===== src/hdl/nksl_pkg.sv =====
// shared types and constants for the nearest-k sorted list
package nksl_pkg;

  localparam int DistW     = 16;
  localparam int TagW      = 32;
  localparam int KindW     = 2;
  localparam int RidxW     = 3;
  localparam int CountOutW = 4;
  localparam int PosOutW   = 3;
  localparam int DepthDef  = 8;

  localparam logic [DistW-1:0] RadiusRst = 16'd640;

  typedef enum logic [KindW-1:0] {
    KIND_CLEAR  = 2'd0,
    KIND_INSERT = 2'd1,
    KIND_READ   = 2'd2,
    KIND_NOP    = 2'd3
  } kind_e;

  // insert beat broadcast to every cell
  typedef struct packed {
    logic             ins;
    logic [DistW-1:0] distance;
    logic [TagW-1:0]  tag;
  } bcast_t;

  // per-cell status back to the top level
  typedef struct packed {
    logic shift;
    logic land;
    logic le_radius;
  } cell_stat_t;

endpackage


===== src/hdl/nksl_cell.sv =====
// one compare-and-shift slot of the sorted list
module nksl_cell import nksl_pkg::*; (
  input  logic             clk_i,
  input  bcast_t           bcast_i,
  input  logic [DistW-1:0] radius_i,
  input  logic             occ_i,
  input  logic             prev_occ_i,
  input  logic             prev_shift_i,
  input  logic [DistW-1:0] prev_dist_i,
  input  logic [TagW-1:0]  prev_tag_i,
  output logic [DistW-1:0] dist_o,
  output logic [TagW-1:0]  tag_o,
  output cell_stat_t       stat_o
);

  logic [DistW-1:0] dist_q, dist_d;
  logic [TagW-1:0]  tag_q, tag_d;
  logic             shift, land;

  // strict compare keeps equal distances ahead of the new entry
  assign shift = bcast_i.ins && occ_i && (bcast_i.distance < dist_q);
  assign land  = bcast_i.ins && !prev_shift_i && (shift || (!occ_i && prev_occ_i));

  always_comb begin
    dist_d = dist_q;
    tag_d  = tag_q;
    if (prev_shift_i) begin
      dist_d = prev_dist_i;
      tag_d  = prev_tag_i;
    end else if (land) begin
      dist_d = bcast_i.distance;
      tag_d  = bcast_i.tag;
    end
  end

  always_ff @(posedge clk_i) begin
    dist_q <= dist_d;
    tag_q  <= tag_d;
  end

  assign dist_o           = dist_q;
  assign tag_o            = tag_q;
  assign stat_o.shift     = shift;
  assign stat_o.land      = land;
  assign stat_o.le_radius = occ_i && (dist_q <= radius_i);

endmodule


===== src/hdl/nearest_k_sorted_list.sv =====
// top level of the nearest-k sorted list
//
//  channel | direction | handshake             | payload
//  in      | sink      | in_valid_i/in_stall_o | kind, distance, tag, read_index
//  out     | source    | out_valid_o/out_stall_i | count, placed, position, read, radius count
//  cfg     | sink      | cfg_valid_i/cfg_ready_o | radius
//
// an item updates the cell row in the cycle it is accepted; its result beat
// leaves the holding stage for the output register, so one item per cycle is sustained
// while the output is not stalled. the radius count is taken from the row after
// the update. reset empties the list and loads the default radius; slot
// contents are not cleared. a stalled output holds one beat in the output
// register and one in the holding stage before the input stalls.
module nearest_k_sorted_list import nksl_pkg::*; #(
  parameter int DEPTH = DepthDef
) (
  input  logic                 clk_i,
  input  logic                 rst_ni,
  input  logic                 in_valid_i,
  output logic                 in_stall_o,
  input  logic [KindW-1:0]     kind_i,
  input  logic [DistW-1:0]     distance_i,
  input  logic [TagW-1:0]      tag_i,
  input  logic [RidxW-1:0]     read_index_i,
  output logic                 out_valid_o,
  input  logic                 out_stall_i,
  output logic [CountOutW-1:0] entry_count_o,
  output logic                 placed_o,
  output logic [PosOutW-1:0]   position_o,
  output logic                 read_valid_o,
  output logic [DistW-1:0]     read_distance_o,
  output logic [TagW-1:0]      read_tag_o,
  output logic [CountOutW-1:0] within_radius_count_o,
  input  logic                 cfg_valid_i,
  output logic                 cfg_ready_o,
  input  logic [DistW-1:0]     cfg_radius_i
);

  localparam int CW = $clog2(DEPTH + 1);
  localparam int PW = $clog2(DEPTH);

  kind_e            kind;
  logic             in_acc, out_free;
  logic [DistW-1:0] radius_q;
  logic [CW-1:0]    count_q, count_d;
  bcast_t           bcast;

  logic [DistW-1:0] slot_dist [DEPTH];
  logic [TagW-1:0]  tag   [DEPTH];
  cell_stat_t       stat  [DEPTH];
  logic             occ   [DEPTH];

  logic             placed;
  logic [PW-1:0]    pos_enc;
  logic [CW-1:0]    within_enc;
  logic             rd_hit;
  logic [DistW-1:0] rd_dist;
  logic [TagW-1:0]  rd_tag;

  logic             pend_q;
  logic [CW-1:0]    pend_count_q;
  logic             pend_placed_q;
  logic [PW-1:0]    pend_pos_q;
  logic             pend_rvalid_q;
  logic [DistW-1:0] pend_rdist_q;
  logic [TagW-1:0]  pend_rtag_q;

  logic             out_valid_q;
  logic [CW-1:0]    out_count_q;
  logic             out_placed_q;
  logic [PW-1:0]    out_pos_q;
  logic             out_rvalid_q;
  logic [DistW-1:0] out_rdist_q;
  logic [TagW-1:0]  out_rtag_q;
  logic [CW-1:0]    out_within_q;

  logic [CW+CountOutW-1:0] count_ext, within_ext;
  logic [PW+PosOutW-1:0]   pos_ext;

  assign kind        = kind_e'(kind_i);
  assign out_free    = !out_valid_q || !out_stall_i;
  assign in_stall_o  = pend_q && !out_free;
  assign in_acc      = in_valid_i && !in_stall_o;
  assign cfg_ready_o = 1'b1;

  always_ff @(posedge clk_i or negedge rst_ni) begin
    if (!rst_ni) begin
      radius_q <= RadiusRst;
    end else if (cfg_valid_i && cfg_ready_o) begin
      radius_q <= cfg_radius_i;
    end
  end

  assign bcast.ins      = in_acc && (kind == KIND_INSERT);
  assign bcast.distance = distance_i;
  assign bcast.tag      = tag_i;

  // cell row
  for (genvar i = 0; i < DEPTH; i++) begin : g_cell
    assign occ[i] = (count_q > CW'(i));
    if (i == 0) begin : g_head
      nksl_cell u_cell (
        .clk_i        (clk_i),
        .bcast_i      (bcast),
        .radius_i     (radius_q),
        .occ_i        (occ[i]),
        .prev_occ_i   (1'b1),
        .prev_shift_i (1'b0),
        .prev_dist_i  (distance_i),
        .prev_tag_i   (tag_i),
        .dist_o       (slot_dist[i]),
        .tag_o        (tag[i]),
        .stat_o       (stat[i])
      );
    end else begin : g_body
      nksl_cell u_cell (
        .clk_i        (clk_i),
        .bcast_i      (bcast),
        .radius_i     (radius_q),
        .occ_i        (occ[i]),
        .prev_occ_i   (occ[i-1]),
        .prev_shift_i (stat[i-1].shift),
        .prev_dist_i  (slot_dist[i-1]),
        .prev_tag_i   (tag[i-1]),
        .dist_o       (slot_dist[i]),
        .tag_o        (tag[i]),
        .stat_o       (stat[i])
      );
    end
  end

  // landing slot, radius boundary and read select
  always_comb begin
    placed     = 1'b0;
    pos_enc    = '0;
    within_enc = '0;
    rd_hit     = 1'b0;
    rd_dist    = '0;
    rd_tag     = '0;
    for (int i = 0; i < DEPTH; i++) begin
      placed  = placed | stat[i].land;
      pos_enc = pos_enc | (stat[i].land ? PW'(i) : '0);
      if (stat[i].le_radius && ((i == DEPTH - 1) || !stat[(i + 1) % DEPTH].le_radius)) begin
        within_enc = within_enc | CW'(i + 1);
      end
      if ((i < (1 << RidxW)) && (read_index_i == RidxW'(i)) && occ[i]) begin
        rd_hit  = 1'b1;
        rd_dist = slot_dist[i];
        rd_tag  = tag[i];
      end
    end
  end

  always_comb begin
    count_d = count_q;
    unique case (kind)
      KIND_CLEAR:  count_d = '0;
      KIND_INSERT: count_d = (count_q < CW'(DEPTH)) ? count_q + CW'(1) : count_q;
      KIND_READ:   count_d = count_q;
      KIND_NOP:    count_d = count_q;
      default:     count_d = count_q;
    endcase
  end

  always_ff @(posedge clk_i or negedge rst_ni) begin
    if (!rst_ni) begin
      count_q     <= '0;
      pend_q      <= 1'b0;
      out_valid_q <= 1'b0;
    end else begin
      if (in_acc) begin
        count_q <= count_d;
      end
      if (in_acc) begin
        pend_q <= 1'b1;
      end else if (out_free) begin
        pend_q <= 1'b0;
      end
      if (out_free) begin
        out_valid_q <= pend_q;
      end
    end
  end

  always_ff @(posedge clk_i) begin
    if (in_acc) begin
      pend_count_q  <= count_d;
      pend_placed_q <= bcast.ins && placed;
      pend_pos_q    <= (bcast.ins && placed) ? pos_enc : '0;
      pend_rvalid_q <= (kind == KIND_READ) && rd_hit;
      pend_rdist_q  <= ((kind == KIND_READ) && rd_hit) ? rd_dist : '0;
      pend_rtag_q   <= ((kind == KIND_READ) && rd_hit) ? rd_tag : '0;
    end
    if (pend_q && out_free) begin
      out_count_q  <= pend_count_q;
      out_placed_q <= pend_placed_q;
      out_pos_q    <= pend_pos_q;
      out_rvalid_q <= pend_rvalid_q;
      out_rdist_q  <= pend_rdist_q;
      out_rtag_q   <= pend_rtag_q;
      out_within_q <= within_enc;
    end
  end

  // narrow result fields keep their low bits
  assign count_ext  = {{CountOutW{1'b0}}, out_count_q};
  assign within_ext = {{CountOutW{1'b0}}, out_within_q};
  assign pos_ext    = {{PosOutW{1'b0}}, out_pos_q};

  assign out_valid_o           = out_valid_q;
  assign entry_count_o         = count_ext[CountOutW-1:0];
  assign placed_o              = out_placed_q;
  assign position_o            = pos_ext[PosOutW-1:0];
  assign read_valid_o          = out_rvalid_q;
  assign read_distance_o       = out_rdist_q;
  assign read_tag_o            = out_rtag_q;
  assign within_radius_count_o = within_ext[CountOutW-1:0];

endmodule


===== config.mk =====
export PLATFORM = sky130hd
export DESIGN_NAME = nearest_k_sorted_list
export DESIGN_NICKNAME = d
export VERILOG_FILES = /design/src/hdl/nksl_pkg.sv /design/src/hdl/nksl_cell.sv /design/src/hdl/nearest_k_sorted_list.sv
export SDC_FILE = /design/constraint.sdc
export NUM_CORES = 1
export LEC_CHECK = 0
export ABC_AREA = 1
export BUFFER_PORTS_ARGS = -buffer_cell sky130_fd_sc_hd__buf_2
export CAP_MARGIN = 25
export CORE_ASPECT_RATIO = 1.4
export CORE_MARGIN = 2
export CORE_UTILIZATION = 45
export DETAILED_ROUTE_END_ITERATION = 7
export RECOVER_POWER = 100
export SYNTH_ARGS = -nofsm -noshare
export SYNTH_HDL_FRONTEND = slang
export SYNTH_SLANG_ARGS = --single-unit

===== constraint.sdc =====
create_clock -name clk_i -period 5.9 [get_ports clk_i]
set_input_delay 0.885 -clock clk_i [delete_from_list [all_inputs] [get_ports clk_i]]
set_output_delay 0.885 -clock clk_i [all_outputs]
set_load 0.01 [all_outputs]

# Word-level counts from Yosys, hierarchy flattened
# Cells that the tools add are included.
[totals] output_inout_bits=64 reg_bits=524 inputBits=74 word_cells=266
[op_classes] n_eq_ne=10 bitwise=13 mux=70 reduce_logical=113 addsub=1 magnitude_cmp=25
[ops] operator="32-bit 2-to-1 mux" count=22
[ops] operator="16-bit 2-to-1 mux" count=22
[ops] operator="16-bit <= comparator" count=8
[ops] operator="16-bit less-than comparator" count=8
[ops] operator="1-bit logical AND" count=67
[ops] operator="1-bit logical NOT" count=26
[ops] operator="3-bit 2-to-1 mux" count=8
[ops] operator="4-bit by 3-bit > comparator with 1-bit output (second input constant)" count=4
[ops] operator="2-bit nonzero test" count=8
[ops] operator="3-bit equality test (second input constant)" count=4
[ops] operator="1-bit 2-to-1 mux" count=12
[ops] operator="4-bit one-hot mux with 3 select lines" count=1
[ops] operator="1-bit logical OR" count=9
[ops] operator="3-bit OR" count=3
[ops] operator="4-bit by 1-bit > comparator with 1-bit output (second input constant)" count=2
[ops] operator="4-bit by 2-bit > comparator with 1-bit output (second input constant)" count=2
[ops] operator="2-bit 2-to-1 mux" count=4
[ops] operator="1-bit OR" count=7
[ops] operator="3-bit by 2-bit equality test with 1-bit output (second input constant)" count=2
[ops] operator="4-bit by 1-bit adder with 4-bit output (second input constant)" count=1
[ops] operator="2-bit equality test (second input constant)" count=2
[ops] operator="4-bit less-than comparator (second input constant)" count=1
[ops] operator="4-bit 2-to-1 mux" count=1
[ops] operator="3-bit by 1-bit equality test with 1-bit output (second input constant)" count=1
[ops] operator="7 further kinds" count=7

# Logic depth before layout (Yosys ltp)
# Gate-level depths: netlist (run 1).
[depth] word_depth=20 ltp_mapped=16 depth_no_buf=16

# By module
# Synthesis (run 1) repeated with hierarchy kept, for this count alone.
[unflattened] cells_unflattened=3712 hier_area_um2=31255.0
[by_module_without_submodules] mod="nksl_cell (g_cell[0].g_head.u_cell ...)" cells_each=344 area_per_inst_um2=2905.3 n_inst=5 seq_area_each_um2=1441.4
[by_module_without_submodules] mod="nksl_cell (g_cell[5].g_body.u_cell ...)" cells_each=345 area_per_inst_um2=2911.5 n_inst=3 seq_area_each_um2=1441.4
[by_module_without_submodules] mod="nearest_k_sorted_list" cells_each=957 area_per_inst_um2=7993.9 n_inst=1 seq_area_each_um2=4096.4

# Worst setup path after synthesis (run 1)
# No wires, ideal clock.
[synth_path] path_type="in2reg" from="input out_stall_i" to="register out_count_q[0], in the netlist entry_count_o[0], enable pin" cell_stages=3 arrival_ns=3.569 setup_slack_ns=1.850 path_buffers=0 setup_ns=0.481 t_required_ns=5.419 cell_sequence="nand2_1 > inv_1 > nor2_1"
[synth_between] elab_chain_cells=3
[synth_lines] item="start, declared" line_no="nearest_k_sorted_list.sv:26" text="input logic out_stall_i,"
[synth_lines] item="1-bit logical NOT" line_no="nearest_k_sorted_list.sv:81" text="assign out_free = !out_valid_q || !out_stall_i;"
[synth_lines] item="1-bit logical OR" line_no="nearest_k_sorted_list.sv:81"
[synth_lines] item="1-bit logical AND" line_no="nearest_k_sorted_list.sv:194" text="if (pend_q && out_free) begin"
[synth_lines] item="end signal, assigned" line_no="nearest_k_sorted_list.sv:195" text="out_count_q <= pend_count_q;"
[synth_lines] item="end, declared" line_no="nearest_k_sorted_list.sv:69" text="logic [CW-1:0] out_count_q;"
# No other way between the ends.
# A chain may end at the register's enable or synchronous reset.

# Worst setup path in the final report (run 1)
[layout_path] from="register count_q[3]" to="register pend_rdist_q[1] (data pin)"
[layout_between] elab_chain_cells=11 word_cells_on_any_way=33 classes_between="order compare: 8; mux: 16; reduce/logical: 9"
[layout_lines] item="start, declared" line_no="nearest_k_sorted_list.sv:45" text="logic [CW-1:0] count_q, count_d;"
[layout_lines] item="start signal, assigned" line_no="nearest_k_sorted_list.sv:172" text="count_q <= count_d;"
[layout_lines] item="4-bit by 1-bit > comparator with 1-bit output" line_no="nearest_k_sorted_list.sv:100" text="assign occ[i] = (count_q > CW'(i));"
[layout_lines] item="1-bit logical AND" line_no="nearest_k_sorted_list.sv:146" text="if ((i < (1 << RidxW)) && (read_index_i == RidxW'(i)) && occ[i]) begin"
[layout_lines] item="1-bit 2-to-1 mux (8 in series)" line_no="nearest_k_sorted_list.sv:146"
[layout_lines] item="1-bit logical AND" line_no="nearest_k_sorted_list.sv:191" text="pend_rdist_q <= ((kind == KIND_READ) && rd_hit) ? rd_dist : '0;"
[layout_lines] item="end signal, assigned" line_no="nearest_k_sorted_list.sv:191"
[layout_lines] item="end, declared" line_no="nearest_k_sorted_list.sv:65" text="logic [DistW-1:0] pend_rdist_q;"
# Parallel ways exist; a longest one is shown, timed or not.

==> results of run 1 <==
## final cells by class
class / count / area (µm²)
Multi-Input combinational cell: 1996 / 11800
Clock buffer: 59 / 1400
Fill cell: 5984 / 31800
Clock inverter: 41 / 559
Sequential cell: 524 / 15600
Timing Repair Buffer: 169 / 810
Inverter: 366 / 1380
Antenna cell: 1 / 2.50
Tap cell: 840 / 1050
## registers in the layout, indices dropped and copies added (netlist names), 3 cells and up
signal,flops
pend_rdist_q,16
entry_count_o,4
pend_count_q,4
g_cell.g_head.u_cell.tag_o,32
g_cell.g_body.u_cell.dist_o,112
read_distance_o,16
count_q,4
pend_rtag_q,32
within_radius_count_o,4
g_cell.g_head.u_cell.dist_o,16
g_cell.g_body.u_cell.tag_o,224
read_tag_o,32
pend_pos_q,3
position_o,3
radius_q,16
## placed cells by master (no fill, tap or decap), drive strengths merged, types with 86 or more instances in the layout
| master | count |
|---|---|
| nand3 | 86 |
| mux2 | 97 |
| a21oi | 168 |
| o21ai | 350 |
| inv | 369 |
| clkbuf | 180 |
| edfxtp | 502 |
| nor2 | 199 |
| ha | 253 |
| nand2 | 677 |
## final timing paths
path / start / slack [ns] / endpoint
max reg2reg: count_q[3]$_DFFE_PN0P_ / 1.0 / pend_rdist_q[1]$_SDFFCE_PN0P_
max: count_q[3]$_DFFE_PN0P_ / 1.0 / pend_rdist_q[1]$_SDFFCE_PN0P_
min: pend_rtag_q[27]$_SDFFCE_PN0P_ / 0.42 / read_tag_o[27]$_DFFE_PP_
min reg2reg: pend_rtag_q[27]$_SDFFCE_PN0P_ / 0.42 / read_tag_o[27]$_DFFE_PP_
min in group asynchronous: rst_ni / 0.62 / radius_q[8]$_DFFE_PN0P_
max in group asynchronous: rst_ni / 4.36 / radius_q[0]$_DFFE_PN0P_
## cell families (layout without fill, tap and decap cells)
logic type	count (synthesis)	in the layout
AND/OR/NAND/NOR	1004	1004
flip-flops	524	524
multiplexers	97	97
buffers and inverters	487	635
AO/OA/AOI/OAI	641	641
other	1	2
adder cells (fa/ha/maj)	253	253
## routing by layer
metal	global-route usage (%)	vias up	wire, µm
li1	-	10600	-
met1	33.6	10900	36800
met2	48.6	825	46700
met3	3.51	245	5000
met4	15.2	6	5630
met5	0	-	39
## cells in the mapped netlist (18+ instances only)
| cell type | number |
|---|---|
| nand3_1 | 85 |
| a21oi_1 | 168 |
| edfxtp_1 | 502 |
| o21ai_0 | 335 |
| nand2_1 | 674 |
| mux2_2 | 74 |
| nor2_1 | 197 |
| inv_1 | 358 |
| o211ai_1 | 48 |
| o22ai_1 | 51 |
| dfrtp_1 | 20 |
| clkbuf_1 | 62 |
| nor3_1 | 18 |
| ha_1 | 253 |
| buf_2 | 36 |
## per-stage QoR
stage,setup WS (ns),area [µm²],utilization [%],std cells
global route,0.831,32600,50.6,3995
CTS,1.95,32900,51.0,3995
detailed placement,1.56,30900,48.0,3895
global placement,1.61,30900,48.0,3894
floorplan,1.85,29400,-,3007
finish,0.996,32600,50.6,3996
## power by group through the flow
stage	sequential [µW]	combinational, µW	clock [µW]
CTS	4500	1720	3870
detailed placement	4580	1710	0
global route	4530	1880	4020
global placement	4570	1680	0
floorplan	4580	984	0
finish	4510	1700	3800
==> metrics.txt, run 1 <==
Final Skew=0.0420 ns; detailed-route DRC error count=0; switching share of power=29.2%; headroom to the max-slew limit=-71.1%; hold_buf cts=0; status=finished, violations left; Synth Flop Type=edfxtp_1; layout cells sized above 1=7.77%; CTS root buf=clkbuf_16; Yosys top cell area share=just over 50%; PwrDens=307 nW/µm²; maximum vdd drop=0.000287 V; clock power share=38.0%; DR pass1 iterations=5; failing checks=max-capacitance violations, max-slew violations; RSZ-0062 raised after global routing=false; Gate Count Post-Synth=3,007; cts repair resizes=0; initial DRC count=1,900; # rows=110; Startpoint Class=flop; family with the most delay on the worst path=simple AND/OR/NAND/NOR gates; die height=306 µm; Worst-path clk slew=0.07 ns; Slew Viols, Final=366; setup TNS after final layout=0 ns; largest family of logic cells by synthesized area=simple AND/OR/NAND/NOR gates; hold slack=0.417 ns; Buffers & Inverters on Critical Path=5; CP Depth=12; CORE AREA=64,400 µm²; Initial Util=45.6%; Comb power frac=17.0%; GRT Residual Overflow=0; largest net degree at the start of global routing=81; deepest clock path buffer count=3; critical path peak fanout=29; initial antenna violation count=4; Max stage delay on crit path=~0.81 ns; Int Power=7090 µW; mapped cell area=between 20,000 and 30,000 µm²; most used cell along the critical path=inv_1; actual slew at the worst max-slew pin=2.56 ns; vias in the first global route=22,600; worst reg2reg path depth=12; I/O Buffers=136; hold-critical path depth=0; Pwr Total=roughly 10,000 µW; post-synth cell types=43; H-tree levels=2; Vias=22,500; clock latency at the later pin of the worst-skew pair=0.64 ns; area grow syn2layout=11.0%; Post-CTS Setup Bufs=0; critical setup path kind=flop to flop; vias per cell=between 5 and 6; minimum clock period=4.90 ns; largest cells by area after synthesis=edfxtp_1 51%, ha_1 11%, nand2_1 8.6%; syn_area_per_cell=9.77 µm²; Ports=approximately 140; compound-cell area share of the yosys netlist=11.8%; post-DP HPWL=63,500 µm; CP endpoint kind=flop; Slowest-stage cell, CP=nand3_2; Leakage Power=between 0.01 and 0.015 µW; Synth Area in XOR/XNOR=0%; Setup violations, final=0; TritonCTS Buffers=between 50 and 60; die area=67,300 µm²; sequential fraction of the synthesis area=53.2%; Nets=3,438; asr flop ratio synth=4.20%; mux contribution to synthesized area=3.90%; first-pass GRT wire length=139,000 µm; Routed Antenna Nets=0; CP cell instances=clkinvlp_2, ha_1, inv_1, nand2_1, o21ai_4, inv_1, nor3_1, inv_2, buf_12, nand3_1, nand3_2, a21oi_1; Die W=approximately 220 µm; clk sink count=between 500 and 600; Final GP Congestion=0.949; net switching power=2920 µW; Final Routed Wirelength=about 94,000 µm; Simple-Gate Fraction of Synth Area=13.6%; All-Layer GR Usage=between 20 and 30%; CTS tree=done; Max-cap violations=8; Final period util=83.1%; #FFs+latches synth=524; Mapped Nets=3,334; CP required=6.23 ns; Yosys warnings=0; routed length per placed instance=23.6 µm; Final Hold Viols=0; adder-cell share of the synthesized area=10.8%; worst min path class=flop to flop; max frequency=204 MHz; Post-synth EDFFs=~500; Arrival @ worst endpoint=5.23 ns; Yosys top cell by area=edfxtp_1; sequential share of power=between 40% and 50%
Note: power is estimated with default switching activity, not from simulation.
==> run 2: changes to the inputs <==
==> constraint.sdc (replaced) <==
create_clock -name clk_i -period 4.9 [get_ports clk_i]
set_input_delay 0.735 -clock clk_i [delete_from_list [all_inputs] [get_ports clk_i]]
set_output_delay 0.735 -clock clk_i [all_outputs]
set_load 0.01 [all_outputs]
==> run 2 against run 1 <==
Against the previous run:
- the flow still finishes with violations (max-capacitance violations, max-slew violations)
- first-iteration DRC count shrank 2.9%
- setup slack lost 0.17 ns
- clock skew shrank 0.0067 ns
- critical path depth is the same
- wire length shrank 2.6%
- sequential cell count is the same
- critical endpoint unchanged
==> metrics.txt, run 2 (synthesis results as in run 1) <==
status=finished, violations left; failing checks=max-capacitance violations, max-slew violations; H-tree levels=2; Slowest-stage cell, CP=nand3_2; clk sink count=524; Post-CTS Setup Bufs=0; CP cell instances=clkinvlp_2, ha_1, inv_1, nand2_1, o21ai_4, inv_1, nor3_1, clkinv_1, nand3_1, nand3_2, buf_12, a21oi_1; Vias=22,500; critical path endpoint=pend_rdist_q[1]$_SDFFCE_PN0P_; first-pass GRT wire length=between 100,000 and 150,000 µm; initial antenna violation count=4; Crit. Startpoint=count_q[3]$_DFFE_PN0P_; vias per cell=about 5.6; commonest cells after routing, fill and taps aside=667 x nand2_1, 502 x edfxtp_1, 360 x inv_1, 335 x o21ai_0, 253 x ha_1; routed length per placed instance=22.9 µm; area grow syn2layout=11.2%; family with the most delay on the worst path=buffers and inverters; Setup violations, final=0; detailed-route DRC error count=0; GRT Residual Overflow=0; CP required=5.25 ns; clock latency at the later pin of the worst-skew pair=0.64 ns; max reg flops=about 220; vias in the first global route=22,700; Arrival @ worst endpoint=4.43 ns; Final GP Congestion=0.921; die area=between 60,000 and 70,000 µm²; worst reg-to-reg setup slack=0.82 ns; Routed Antenna Nets=0; layout cells sized above 1=7.69%; All-Layer GR Usage=27.5%; critical setup path kind=flop to flop; Die W=between 200 and 250 µm; Slew Viols, Final=110; Max-cap violations=3; maximum vdd drop=0.000319 V; hold_buf cts=0; RR Endpoint=pend_rdist_q[1]$_SDFFCE_PN0P_; Final period util=between 80% and 90%; I/O Buffers=136; CORE AREA=64,400 µm²; post-DP HPWL=61,800 µm; die height=306 µm; worst reg2reg path depth=12; Startpoint Class=flop; CP Depth=12; headroom to the max-slew limit=-41.7%; minimum clock period=4.08 ns; largest net degree at the start of global routing=61; # rows=110; Worst-path clk slew=0.07 ns; deepest clock path buffer count=3; TritonCTS Buffers=54; r2r startpoint=count_q[3]$_DFFE_PN0P_; CTS root buf=clkbuf_16; setup TNS after final layout=0 ns; Nets=3,443; critical path peak fanout=29; max frequency=245 MHz; cts repair resizes=0; Buffers & Inverters on Critical Path=5; RSZ-0062 raised after global routing=false; Max stage delay on crit path=0.59 ns; Final Skew=0.0354 ns; final instance area=between 30,000 and 40,000 µm²; most used cell along the critical path=inv_1; Initial Util=a little under half; Leakage Power=0.0139 µW; actual slew at the worst max-slew pin=2.12 ns; DR pass1 iterations=5; placed instance area=between 30,000 and 40,000 µm²; most common cell after layout, fill and taps aside=nand2_1; Final Routed Wirelength=91,800 µm; CTS tree=done; worst min path class=input port to flop; Final Hold Viols=0; Pwr Total=11,900 µW; initial DRC count=~1,800; PwrDens=366 nW/µm²; CP endpoint kind=flop; Ports=138
## run 2: worst reg2reg max path, cell delays in order, from the launching register on
cell and delay, ns:
dfrtp_1 0.43, clkinvlp_2 0.50, ha_1 0.42, inv_1 0.06, nand2_1 0.08, o21ai_4 0.09
inv_1 0.18, nor3_1 0.25, clkinv_1 0.14, nand3_1 0.16, nand3_2 0.59, buf_12 0.46
a21oi_1 0.45
## run 2: how the worst min path moves through the flow
stage,startpoint,end,cells past startpoint
5_1_grt,cfg_radius_i[12],radius_q[12]$_DFFE_PN0P_,3
3_5_place_dp,pend_rdist_q[0]$_SDFFCE_PN0P_,read_distance_o[0]$_DFFE_PP_,0
3_3_place_gp,pend_placed_q$_DFFE_PP_,placed_o$_DFFE_PP_,0
4_1_cts,rst_ni,count_q[1]$_DFFE_PN0P_,1
2_1_floorplan,pend_count_q[0]$_DFFE_PP_,entry_count_o[0]$_DFFE_PP_,0
6_report,out_stall_i,out_valid_o$_DFFE_PN0P_,3
## run 2: routing by layer
metal,track usage [%],routed length (µm),vias up,part of all wire [%]
met5,0,40,-,0.044
met4,15.2,5640,6,6.1
met3,4.31,5700,243,6.2
met2,47.2,45300,863,49
met1,32.6,35100,10800,38
li1,-,-,10600,-
## run 2: final cells by class
class	count	area [µm²]
antenna	1	2.50
clock buffer	67	1430
clock inverter	34	498
fill	5963	31800
inverter	366	1380
multi-input combinational	1996	11800
sequential	524	15600
tap	840	1050
timing repair buffer	174	891
## run 2: where the power goes
part           total, µW  switching [µW]  internal, µW
registers           5420             117          5300
clock network       4510            1840          2670
logic               2010            1450           568
## run 2: metrics by stage
| stage | std cells | utilization [%] | hold slack (ns) | worst slack (ns) |
|---|---|---|---|---|
| 2_1_floorplan | 3007 | - | 0.400 | 1.00 |
| 3_3_place_gp | 3900 | 48.1 | 0.402 | 0.994 |
| 3_5_place_dp | 3900 | 48.1 | 0.405 | 0.933 |
| 4_1_cts | 4001 | 51.1 | 0.127 | 1.45 |
| 5_1_grt | 4002 | 50.7 | 0.343 | 0.630 |
| 6_report | 4002 | 50.7 | 0.318 | 0.823 |
